**src/hw/rtl/resource_barrier_tracker_unit_macros.svh**
```systemverilog
// Assertion macros shared by the resource barrier tracker RTL.
`ifndef RESOURCE_BARRIER_TRACKER_UNIT_MACROS_SVH
`define RESOURCE_BARRIER_TRACKER_UNIT_MACROS_SVH

`ifndef SYNTHESIS

// Property must hold at every clock edge outside reset.
`define RBT_ASSERT(lbl, clk, rstn, prop) \
    lbl: assert property (@(posedge clk) disable iff (!rstn) prop) \
        else $error("rbt assertion failed");

// Condition must never be seen at a clock edge outside reset.
`define RBT_ASSERT_NEVER(lbl, clk, rstn, cond) \
    lbl: assert property (@(posedge clk) disable iff (!rstn) !(cond)) \
        else $error("rbt forbidden condition seen");

`else

`define RBT_ASSERT(lbl, clk, rstn, prop)
`define RBT_ASSERT_NEVER(lbl, clk, rstn, cond)

`endif

`endif

```
**src/hw/rtl/rbt_pkg.sv**
```systemverilog
// Types and constants shared by the resource barrier tracker modules.
package rbt_pkg;

    // Action codes of an input item.
    typedef logic [1:0] action_t;
    localparam action_t ACT_RECORD  = 2'd0;
    localparam action_t ACT_FLUSH   = 2'd1;
    localparam action_t ACT_RESTORE = 2'd2;

    // Barrier kinds of a result.
    typedef logic [1:0] kind_t;
    localparam kind_t KIND_NONE  = 2'd0;
    localparam kind_t KIND_UAV   = 2'd1;
    localparam kind_t KIND_TRANS = 2'd2;

    // Result status codes.
    localparam logic STATUS_OK   = 1'b0;
    localparam logic STATUS_FULL = 1'b1;

    // Reset value of the unordered-access state mask register.
    localparam logic [31:0] UAV_MASK_RESET = 32'd8;

    // One table entry as stored in the entry RAM.
    typedef struct packed {
        logic [31:0] key;
        logic [31:0] initial_mask;
        logic [31:0] last_mask;
        logic [31:0] current_mask;
        logic        uav_pending;
    } entry_t;

    // Commands from the controller to the datapath.
    typedef struct packed {
        logic    load;
        logic    rd_en;
        logic    eval;
        logic    idx_inc;
        logic    insert;
        logic    finish;
        action_t op;
    } ctrl_cmd_t;

    // Status from the datapath to the controller.
    typedef struct packed {
        logic count_zero;
        logic idx_last;
        logic key_hit;
    } dp_stat_t;

endpackage

```
**src/hw/rtl/rbt_ram.sv**
```systemverilog
// Generic single-write, single-read RAM with registered read data.
module rbt_ram #(
    parameter int WIDTH = 8,
    parameter int DEPTH = 16
) (
    input  logic                     clk,
    input  logic                     wr_en,
    input  logic [$clog2(DEPTH)-1:0] wr_addr,
    input  logic [WIDTH-1:0]         wr_data,
    input  logic                     rd_en,
    input  logic [$clog2(DEPTH)-1:0] rd_addr,
    output logic [WIDTH-1:0]         rd_data
);

    logic [WIDTH-1:0] mem [DEPTH];

    // Write port.
    always_ff @(posedge clk)
    begin
        if (wr_en)
        begin
            mem[wr_addr] <= wr_data;
        end
    end

    // Registered read port.
    always_ff @(posedge clk)
    begin
        if (rd_en)
        begin
            rd_data <= mem[rd_addr];
        end
    end

endmodule

```
**src/hw/rtl/rbt_ctrl.sv**
```systemverilog
// Controller state machine of the resource barrier tracker.
module rbt_ctrl
    import rbt_pkg::*;
(
    input  logic       clk,
    input  logic       rst_n,
    input  logic       start,
    input  action_t    action,
    input  dp_stat_t   stat,
    output ctrl_cmd_t  cmd,
    output logic       busy
);

    typedef enum logic [4:0] {
        S_IDLE   = 5'b00001,
        S_READ   = 5'b00010,
        S_EVAL   = 5'b00100,
        S_INSERT = 5'b01000,
        S_DONE   = 5'b10000
    } state_t;

    state_t  state_reg, state_next;
    action_t op_reg, op_next;

    // Next state and command decode.
    always_comb
    begin
        state_next  = state_reg;
        op_next     = op_reg;
        cmd         = '0;
        cmd.op      = op_reg;
        case (state_reg)
            S_IDLE:
            begin
                if (start)
                begin
                    cmd.load = 1'b1;
                    op_next  = action;
                    if (action == ACT_RECORD)
                    begin
                        state_next = stat.count_zero ? S_INSERT : S_READ;
                    end
                    else if (action == ACT_FLUSH || action == ACT_RESTORE)
                    begin
                        state_next = stat.count_zero ? S_DONE : S_READ;
                    end
                    else
                    begin
                        state_next = S_DONE;
                    end
                end
            end
            S_READ:
            begin
                cmd.rd_en  = 1'b1;
                state_next = S_EVAL;
            end
            S_EVAL:
            begin
                cmd.eval = 1'b1;
                if (op_reg == ACT_RECORD && stat.key_hit)
                begin
                    state_next = S_DONE;
                end
                else if (stat.idx_last)
                begin
                    state_next = (op_reg == ACT_RECORD) ? S_INSERT : S_DONE;
                end
                else
                begin
                    cmd.idx_inc = 1'b1;
                    state_next  = S_READ;
                end
            end
            S_INSERT:
            begin
                cmd.insert = 1'b1;
                state_next = S_DONE;
            end
            S_DONE:
            begin
                cmd.finish = 1'b1;
                state_next = S_IDLE;
            end
            default:
            begin
                state_next = S_IDLE;
            end
        endcase
    end

    // State register.
    always_ff @(posedge clk or negedge rst_n)
    begin
        if (!rst_n)
        begin
            state_reg <= S_IDLE;
            op_reg    <= ACT_RECORD;
        end
        else
        begin
            state_reg <= state_next;
            op_reg    <= op_next;
        end
    end

    assign busy = (state_reg != S_IDLE);

endmodule

```
**src/hw/rtl/rbt_datapath.sv**
```systemverilog
// Datapath of the resource barrier tracker: entry RAM, item registers and results.
module rbt_datapath
    import rbt_pkg::*;
#(
    parameter int TABLE_ENTRIES = 16
) (
    input  logic        clk,
    input  logic        rst_n,
    input  logic        cfg_we,
    input  logic [31:0] cfg_data,
    input  ctrl_cmd_t   cmd,
    output dp_stat_t    stat,
    input  logic [31:0] resource_key,
    input  logic [31:0] new_state,
    input  logic [31:0] initial_state,
    output logic        result_valid,
    output logic [1:0]  barrier_kind,
    output logic [31:0] barrier_resource,
    output logic [31:0] state_before,
    output logic [31:0] state_after,
    output logic        status,
    output logic        last_result
);

    localparam int IDX_W = $clog2(TABLE_ENTRIES);
    localparam int CNT_W = $clog2(TABLE_ENTRIES + 1);
    localparam logic [CNT_W-1:0] FULL_COUNT = CNT_W'(TABLE_ENTRIES);

    // Control registers.
    logic [31:0]      uav_mask_reg;
    logic [CNT_W-1:0] count_reg;
    logic [IDX_W-1:0] idx_reg;
    logic             status_reg;
    logic             pend_valid_reg;
    logic             result_valid_reg;

    // Payload registers.
    logic [31:0] key_reg, state_reg, init_reg;
    kind_t       pend_kind_reg;
    logic [31:0] pend_key_reg, pend_before_reg, pend_after_reg;
    kind_t       out_kind_reg;
    logic [31:0] out_key_reg, out_before_reg, out_after_reg;
    logic        out_status_reg, out_last_reg;

    // Entry RAM ports.
    entry_t           rd_entry;
    entry_t           wr_entry;
    logic             wr_en;
    logic [IDX_W-1:0] wr_addr;

    // Result of evaluating the entry just read.
    logic        res_new;
    kind_t       res_kind;
    logic [31:0] res_before, res_after;
    logic        key_hit;
    logic        table_full;

    rbt_ram #(
        .WIDTH ($bits(entry_t)),
        .DEPTH (TABLE_ENTRIES)
    ) u_entry_ram (
        .clk     (clk),
        .wr_en   (wr_en),
        .wr_addr (wr_addr),
        .wr_data (wr_entry),
        .rd_en   (cmd.rd_en),
        .rd_addr (idx_reg),
        .rd_data (rd_entry)
    );

    assign key_hit    = (rd_entry.key == key_reg);
    assign table_full = (count_reg == FULL_COUNT);

    // Status toward the controller.
    assign stat.count_zero = (count_reg == '0);
    assign stat.idx_last   = ((CNT_W'(idx_reg) + CNT_W'(1)) == count_reg);
    assign stat.key_hit    = key_hit;

    // Per-entry evaluation and table updates.
    always_comb
    begin
        wr_en      = 1'b0;
        wr_addr    = idx_reg;
        wr_entry   = rd_entry;
        res_new    = 1'b0;
        res_kind   = KIND_NONE;
        res_before = '0;
        res_after  = '0;
        if (cmd.eval)
        begin
            case (cmd.op)
                ACT_RECORD:
                begin
                    if (key_hit)
                    begin
                        wr_en                 = 1'b1;
                        wr_entry.current_mask = state_reg;
                        wr_entry.uav_pending  = (state_reg == uav_mask_reg) &&
                                                (rd_entry.last_mask == state_reg);
                    end
                end
                ACT_FLUSH:
                begin
                    wr_en                = 1'b1;
                    wr_entry.last_mask   = rd_entry.current_mask;
                    wr_entry.uav_pending = 1'b0;
                    if (rd_entry.uav_pending)
                    begin
                        res_new  = 1'b1;
                        res_kind = KIND_UAV;
                    end
                    else if (rd_entry.current_mask != rd_entry.last_mask)
                    begin
                        res_new    = 1'b1;
                        res_kind   = KIND_TRANS;
                        res_before = rd_entry.last_mask;
                        res_after  = rd_entry.current_mask;
                    end
                end
                ACT_RESTORE:
                begin
                    if (rd_entry.initial_mask != rd_entry.last_mask)
                    begin
                        res_new    = 1'b1;
                        res_kind   = KIND_TRANS;
                        res_before = rd_entry.last_mask;
                        res_after  = rd_entry.initial_mask;
                    end
                end
                default:
                begin
                    res_new = 1'b0;
                end
            endcase
        end
        else if (cmd.insert && !table_full)
        begin
            wr_en                 = 1'b1;
            wr_addr               = count_reg[IDX_W-1:0];
            wr_entry.key          = key_reg;
            wr_entry.initial_mask = init_reg;
            wr_entry.last_mask    = init_reg;
            wr_entry.current_mask = state_reg;
            wr_entry.uav_pending  = 1'b0;
        end
    end

    // Control registers: config, fill count, scan index, pending flags.
    always_ff @(posedge clk or negedge rst_n)
    begin
        if (!rst_n)
        begin
            uav_mask_reg     <= UAV_MASK_RESET;
            count_reg        <= '0;
            idx_reg          <= '0;
            status_reg       <= STATUS_OK;
            pend_valid_reg   <= 1'b0;
            result_valid_reg <= 1'b0;
        end
        else
        begin
            result_valid_reg <= 1'b0;
            if (cfg_we)
            begin
                uav_mask_reg <= cfg_data;
            end
            if (cmd.load)
            begin
                idx_reg        <= '0;
                status_reg     <= STATUS_OK;
                pend_valid_reg <= 1'b0;
            end
            if (cmd.idx_inc)
            begin
                idx_reg <= idx_reg + IDX_W'(1);
            end
            if (res_new)
            begin
                pend_valid_reg <= 1'b1;
                if (pend_valid_reg)
                begin
                    result_valid_reg <= 1'b1;
                end
            end
            if (cmd.insert)
            begin
                if (table_full)
                begin
                    status_reg <= STATUS_FULL;
                end
                else
                begin
                    count_reg <= count_reg + CNT_W'(1);
                end
            end
            if (cmd.finish)
            begin
                result_valid_reg <= 1'b1;
                pend_valid_reg   <= 1'b0;
                if (cmd.op == ACT_RESTORE)
                begin
                    count_reg <= '0;
                end
            end
        end
    end

    // Payload registers: latched item, held result and output result.
    always_ff @(posedge clk)
    begin
        if (cmd.load)
        begin
            key_reg   <= resource_key;
            state_reg <= new_state;
            init_reg  <= initial_state;
        end
        if (res_new)
        begin
            // A newer result pushes the held one out; it is not the final one.
            out_kind_reg    <= pend_kind_reg;
            out_key_reg     <= pend_key_reg;
            out_before_reg  <= pend_before_reg;
            out_after_reg   <= pend_after_reg;
            out_status_reg  <= STATUS_OK;
            out_last_reg    <= 1'b0;
            pend_kind_reg   <= res_kind;
            pend_key_reg    <= rd_entry.key;
            pend_before_reg <= res_before;
            pend_after_reg  <= res_after;
        end
        if (cmd.finish)
        begin
            out_last_reg <= 1'b1;
            if (pend_valid_reg)
            begin
                out_kind_reg   <= pend_kind_reg;
                out_key_reg    <= pend_key_reg;
                out_before_reg <= pend_before_reg;
                out_after_reg  <= pend_after_reg;
                out_status_reg <= STATUS_OK;
            end
            else
            begin
                out_kind_reg   <= KIND_NONE;
                out_key_reg    <= '0;
                out_before_reg <= '0;
                out_after_reg  <= '0;
                out_status_reg <= status_reg;
            end
        end
    end

    assign result_valid     = result_valid_reg;
    assign barrier_kind     = out_kind_reg;
    assign barrier_resource = out_key_reg;
    assign state_before     = out_before_reg;
    assign state_after      = out_after_reg;
    assign status           = out_status_reg;
    assign last_result      = out_last_reg;

endmodule

```
**src/hw/rtl/resource_barrier_tracker_unit.sv**
```systemverilog
// Top level of the resource barrier tracker: controller, datapath and checks.
//
// An item is taken when start is high and busy is low; busy then stays high until
// the item's last result has been issued. Entries live in one RAM and are visited
// one at a time (read, then evaluate and write back), so the entry RAM's single
// read port sets the rate. Results leave through an output register, one per
// strobe on result_valid, and are held for that single cycle only: the receiver
// cannot stall them. The final result of each item carries last_result. The
// configuration register is written through cfg_valid/cfg_ready, and the transfer
// is taken only while the block is not busy.
`include "resource_barrier_tracker_unit_macros.svh"

module resource_barrier_tracker_unit
    import rbt_pkg::*;
#(
    parameter int TABLE_ENTRIES = 16
) (
    input  logic        clk,
    input  logic        rst_n,
    input  logic        start,
    output logic        busy,
    input  logic [1:0]  action,
    input  logic [31:0] resource_key,
    input  logic [31:0] new_state,
    input  logic [31:0] initial_state,
    input  logic        cfg_valid,
    output logic        cfg_ready,
    input  logic [31:0] cfg_data,
    output logic        result_valid,
    output logic [1:0]  barrier_kind,
    output logic [31:0] barrier_resource,
    output logic [31:0] state_before,
    output logic [31:0] state_after,
    output logic        status,
    output logic        last_result
);

    ctrl_cmd_t cmd;
    dp_stat_t  stat;

    assign cfg_ready = !busy;

    rbt_ctrl u_ctrl (
        .clk    (clk),
        .rst_n  (rst_n),
        .start  (start),
        .action (action),
        .stat   (stat),
        .cmd    (cmd),
        .busy   (busy)
    );

    rbt_datapath #(
        .TABLE_ENTRIES (TABLE_ENTRIES)
    ) u_datapath (
        .clk              (clk),
        .rst_n            (rst_n),
        .cfg_we           (cfg_valid && cfg_ready),
        .cfg_data         (cfg_data),
        .cmd              (cmd),
        .stat             (stat),
        .resource_key     (resource_key),
        .new_state        (new_state),
        .initial_state    (initial_state),
        .result_valid     (result_valid),
        .barrier_kind     (barrier_kind),
        .barrier_resource (barrier_resource),
        .state_before     (state_before),
        .state_after      (state_after),
        .status           (status),
        .last_result      (last_result)
    );

    // An accepted item always occupies the block in the following cycle.
    `RBT_ASSERT(a_accept_then_busy, clk, rst_n, start && !busy |=> busy)
    // The final result of an item appears exactly as the block goes idle.
    `RBT_ASSERT(a_last_when_idle, clk, rst_n, result_valid && last_result |-> !busy)
    // Earlier results of an item appear while it is still being worked on.
    `RBT_ASSERT(a_mid_while_busy, clk, rst_n, result_valid && !last_result |-> busy)
    // A dropped record reports through a single final 'none' result.
    `RBT_ASSERT_NEVER(a_full_only_none, clk, rst_n,
                      result_valid && status && (barrier_kind != KIND_NONE || !last_result))

endmodule

```
**config.mk**
```make
export PLATFORM = sky130hd
export DESIGN_NAME = resource_barrier_tracker_unit
export DESIGN_NICKNAME = d
export VERILOG_FILES = /design/src/hw/rtl/rbt_pkg.sv /design/src/hw/rtl/rbt_ram.sv /design/src/hw/rtl/rbt_ctrl.sv /design/src/hw/rtl/rbt_datapath.sv /design/src/hw/rtl/resource_barrier_tracker_unit.sv
export VERILOG_INCLUDE_DIRS = /design/src /design/src/hw/rtl
export SDC_FILE = /design/constraint.sdc
export NUM_CORES = 2
export LEC_CHECK = 0
export ABC_AREA = 1
export BUFFER_PORTS_ARGS = -buffer_cell sky130_fd_sc_hd__buf_2
export CAP_MARGIN = 20
export CORE_UTILIZATION = 42
export CTS_CLUSTER_SIZE = 40
export DETAILED_ROUTE_END_ITERATION = 7
export PLACE_DENSITY = 0.55
export SYNTH_ARGS = -nofsm -noshare
export SYNTH_HDL_FRONTEND = slang
export SYNTH_SLANG_ARGS = --single-unit
```
**constraint.sdc**
```tcl
create_clock -name clk -period 22.6 [get_ports clk]
set_input_delay 1.13 -clock clk [delete_from_list [all_inputs] [get_ports clk]]
set_output_delay 1.13 -clock clk [all_outputs]
set_load 0.01 [all_outputs]
```
==> summary.md <==
| Metric | Value |
|---|---|
| Status | finished, final reports clean |
| 1st-pass router iterations | 7 |
| Most frequent cell after synthesis | edfxtp_1 |
| Max reg flops | roughly 2100 |
| Crit-path most repeated cell | nand2_1 |
| Hpwl dp | about 170000 um |
| LEAKAGE | ~38 nW |
| Max Cap Viol | 0 |
| Met3 Wirelength | 25340 um |
| Synth area leader | edfxtp_1 |
| Root Driver | clkbuf_16 |
| Total track usage | 26.48% |
| Total Neg Setup Slack | 0 ps |
| Total grt overflow | 0 |
| Mapped Nets | between 7000 and 8000 |
| Gate power share | roughly an eighth |
| Crit. End Element | flip-flop |
| Clock-pin slew on the worst setup and hold paths | about 60 ps |
| Top FF cell, synth | edfxtp_1 |
| P_int | 8.420 mW |
| Die width | 486.6 um |
| Largest regs | u_datapath.u_entry_ram.mem x2064, u_datapath.u_entry_ram.rd_data x129 |
| Share of layout cells above drive strength 1 | between 10% and 20% |
| CTS max path bufs | 4 |
| Post-synthesis register bit count | 2538 |
| Max layer used | met5 |
| Sw frac | between 20% and 30% |
| Final setup viols | 0 |
| Post-CTS setup buffer count | 0 |
| Die ar. | about 0.24 sq mm |
| First-pass GRT wire length | 451700 um |
| Cells after Synth | 7259 |
| Final Max Slew Viols | 0 |
| Final period utilization | 22.12% |
| Flop pwr share | slightly below 50% |
| WS Path Type | flip-flop to flip-flop |
| Worst rel slew slack | ~20% |
| Min Hold Slack | between 300 and 400 ps |
| Clock network power share | between 30% and 40% |
| CTS resizes | 0 |
| Final nets | 7659 |
| Design area | 0.1124 sq mm |
| Max Freq | around 200 MHz |
| Ranking of synthesized cells by area | edfxtp_1 76%, o21ai_0 4.8%, nor2_1 3.5%, nand2_1 3.0%, a21oi_1 2.8% |
| Met2 wire length | about 150000 um |
| NetSw | around 3.2 mW |
| WP data required | 23100 ps |
| CP arrival | roughly 5500 ps |
| CORE AREA | roughly 0.23 sq mm |
| DRT met1 WL | about 130000 um |
| Fill count | 20450 |
| Via count | 63920 |
| TritonCTS clock tree | done |
| Pwr Density | between 100 and 150 mW/mm^2 |
| Final Hold Viols | 0 |
| Synthesized cell area | roughly 0.099 sq mm |
| Synthesis-to-finish area growth | 13.96% |
| Die height | between 400 and 500 um |
| Actual slew at the worst max-slew pin | approximately 1200 ps |
| Most frequent cells after synthesis | 2486 x edfxtp_1, 947 x o21ai_0, 917 x nor2_1 |
| Placed inst area | roughly 0.10 sq mm |
| H-tree Lvls | 5 |
| Vias in the first global route | approximately 62000 |
| Global placement routability congestion | ~0.91 |
| EDFF count, synth | approximately 2500 |
| Crit-path max FO | 53 |
| Final core occ | roughly half |
| TritonCTS Buffers | roughly 290 |
| Critical path's top delay family | simple AND/OR/NAND/NOR gates |
| Sequential element share of the synthesized area | about 77% |
| Peak supply drop | 0.07044 mV |
| Avg Cell Area, Syn | approximately 14 sq um |
| CP cell instances | xnor2_1 -> nand2_1 -> nor2_1 -> nand2_1 -> nor2_1 -> nand3_1 -> nand3_1 -> nand2_1 -> nor3_2 -> buf_4 -> buf_4 |
| Clock skew | between 80 and 90 ps |
| Largest net degree at the start of global routing | ~130 |
| Cts hold-fix bufs | 0 |
| CP Buf/Inv Count | 2 |
| CP max stage delay | roughly 860 ps |
| DRT iter0 DRCs | between 7000 and 8000 |
| Crit-path slowest cell | buf_4 |
| Post-detailed-route wirelength per cell | around 29 um |
| # DRC | 0 |
| Post-synth top area share | 75.69% |
| Rows | 177 |
| # clock sinks | 2538 |
| Most flops, register | u_datapath.u_entry_ram.mem |
| Port bufs | between 200 and 250 |
| Initial antenna violation count | 7 |
| Io pins | between 200 and 250 |
| Final ANT Viol Nets | 0 |
| Synth unique cells | 39 |
| Type of origin of the critical path | flip-flop |
| Syn. warnings | 0 |
| Worst hold path type | primary input to asynchronous set/reset pin |
| Initial core utilization | about 42% |
| Final min period | ~5000 ps |
| Worst-Skew Late Latency | 960 ps |
| Asr flop ratio synth | 2.009% |
| Aggregate routed wire length | 318300 um |
| Vias/cell | 5.891 |
| RSZ-0062 raised after global routing | no |
[worst paths after layout]
path / to / startpoint / slack, ps / cells past startpoint
min in group clk: u_datapath.state_reg[14] / new_state[14] / 350 / 1
setup reg to reg: u_datapath.u_entry_ram.mem[11][42] / u_datapath.u_entry_ram.rd_data[100] / 17600 / 11
hold reg to reg: u_datapath.pend_key_reg[18] / u_datapath.u_entry_ram.rd_data[115] / 480 / 0
max in group asynchronous: u_datapath.idx_reg[3] / rst_n / 21560 / 2
hold / removal: u_datapath.result_valid / rst_n / 340 / 2
setup / recovery: u_datapath.u_entry_ram.mem[11][42] / u_datapath.u_entry_ram.rd_data[100] / 17600 / 11
[layout make-up]
class,instances,area [sq um],area share [%]
flip-flops and latches,2538,75970,67.58
inverters,270,1046,0.9305
multi-input cells,3992,20060,17.85
repair buffers,428,2855,2.540
diodes,3,7.507,0.006679
clock inverters,120,895.9,0.7970
well taps,3132,3919,3.486
clock buffers,368,7655,6.810
[power groups by stage]
stage | clock, mW | sequential (mW) | combinational [mW]
2_1_floorplan | 0 | 5.69 | 0.908
3_5_place_dp | 0 | 5.80 | 1.51
4_1_cts | 4.40 | 5.71 | 1.51
5_1_grt | 4.58 | 5.71 | 1.66
3_3_place_gp | 0 | 5.80 | 1.49
6_report | 4.34 | 5.71 | 1.53
[kinds of logic after synthesis]
group           after synthesis  share of synthesized area [%]
compound gates             2091                          12.14
xor+xnor                     76                         0.6749
fa+ha+maj                     7                        0.08879
buf+inv                     729                          2.852
flops                      2538                          77.00
mux                          20                         0.2283
simple gates               1798                          7.010
[placed cells by master, fill, tap and decap left out, types with 10 or more instances in the layout]
cell type  synthesis  layout
bufinv_16          0      12
clkinv_1           2      49
nor3_2             1      13
dfrtp_1           49      45
nand4_1           24      24
o22ai_1          264     264
nor2_1           917     911
buf_12             0      13
o21ai_1            2      18
inv_6              0      10
nor3_1            23      11
buf_2             61     236
a21oi_1          551     550
xnor2_1           68      68
o21ai_0          947     931
edfxtp_1        2486    2486
clkinv_2           0      45
clkbuf_16          0     294
buf_4              0     174
mux2_2            16      16
o221ai_1         290     286
clkbuf_1         373      72
nand2_1          801     795
nand3_1           23      23
inv_1            267     262
o21a_1            32      32
[layer usage]
metal / track usage, % / vias to the layer above
met5: 0 / -
met3: 3.822 / 577
met2: 40.97 / 3138
li1: - / 27500
met1: 36.70 / 32700
met4: 13.04 / 4
[worst register-to-register path, delay by kind of cell, from the launching register on]
| kind | cells | cell delay (ps) |
|---|---|---|
| AND/OR/NAND/NOR | 8 | 2140 |
| XOR/XNOR | 1 | 170 |
| flip-flops | 1 | 420 |
| buffers and inverters | 2 | 1790 |
[metrics by stage]
stage	power, mW	instances	setup slack [ps]
floorplan	6.603	7259	11490
global placement	7.289	10330	17700
detailed placement	7.314	10350	17660
CTS	11.62	10840	17570
global route	11.95	10850	17370
finish	11.59	10850	17600
No activity file was read; power rests on OpenSTA's default activity.
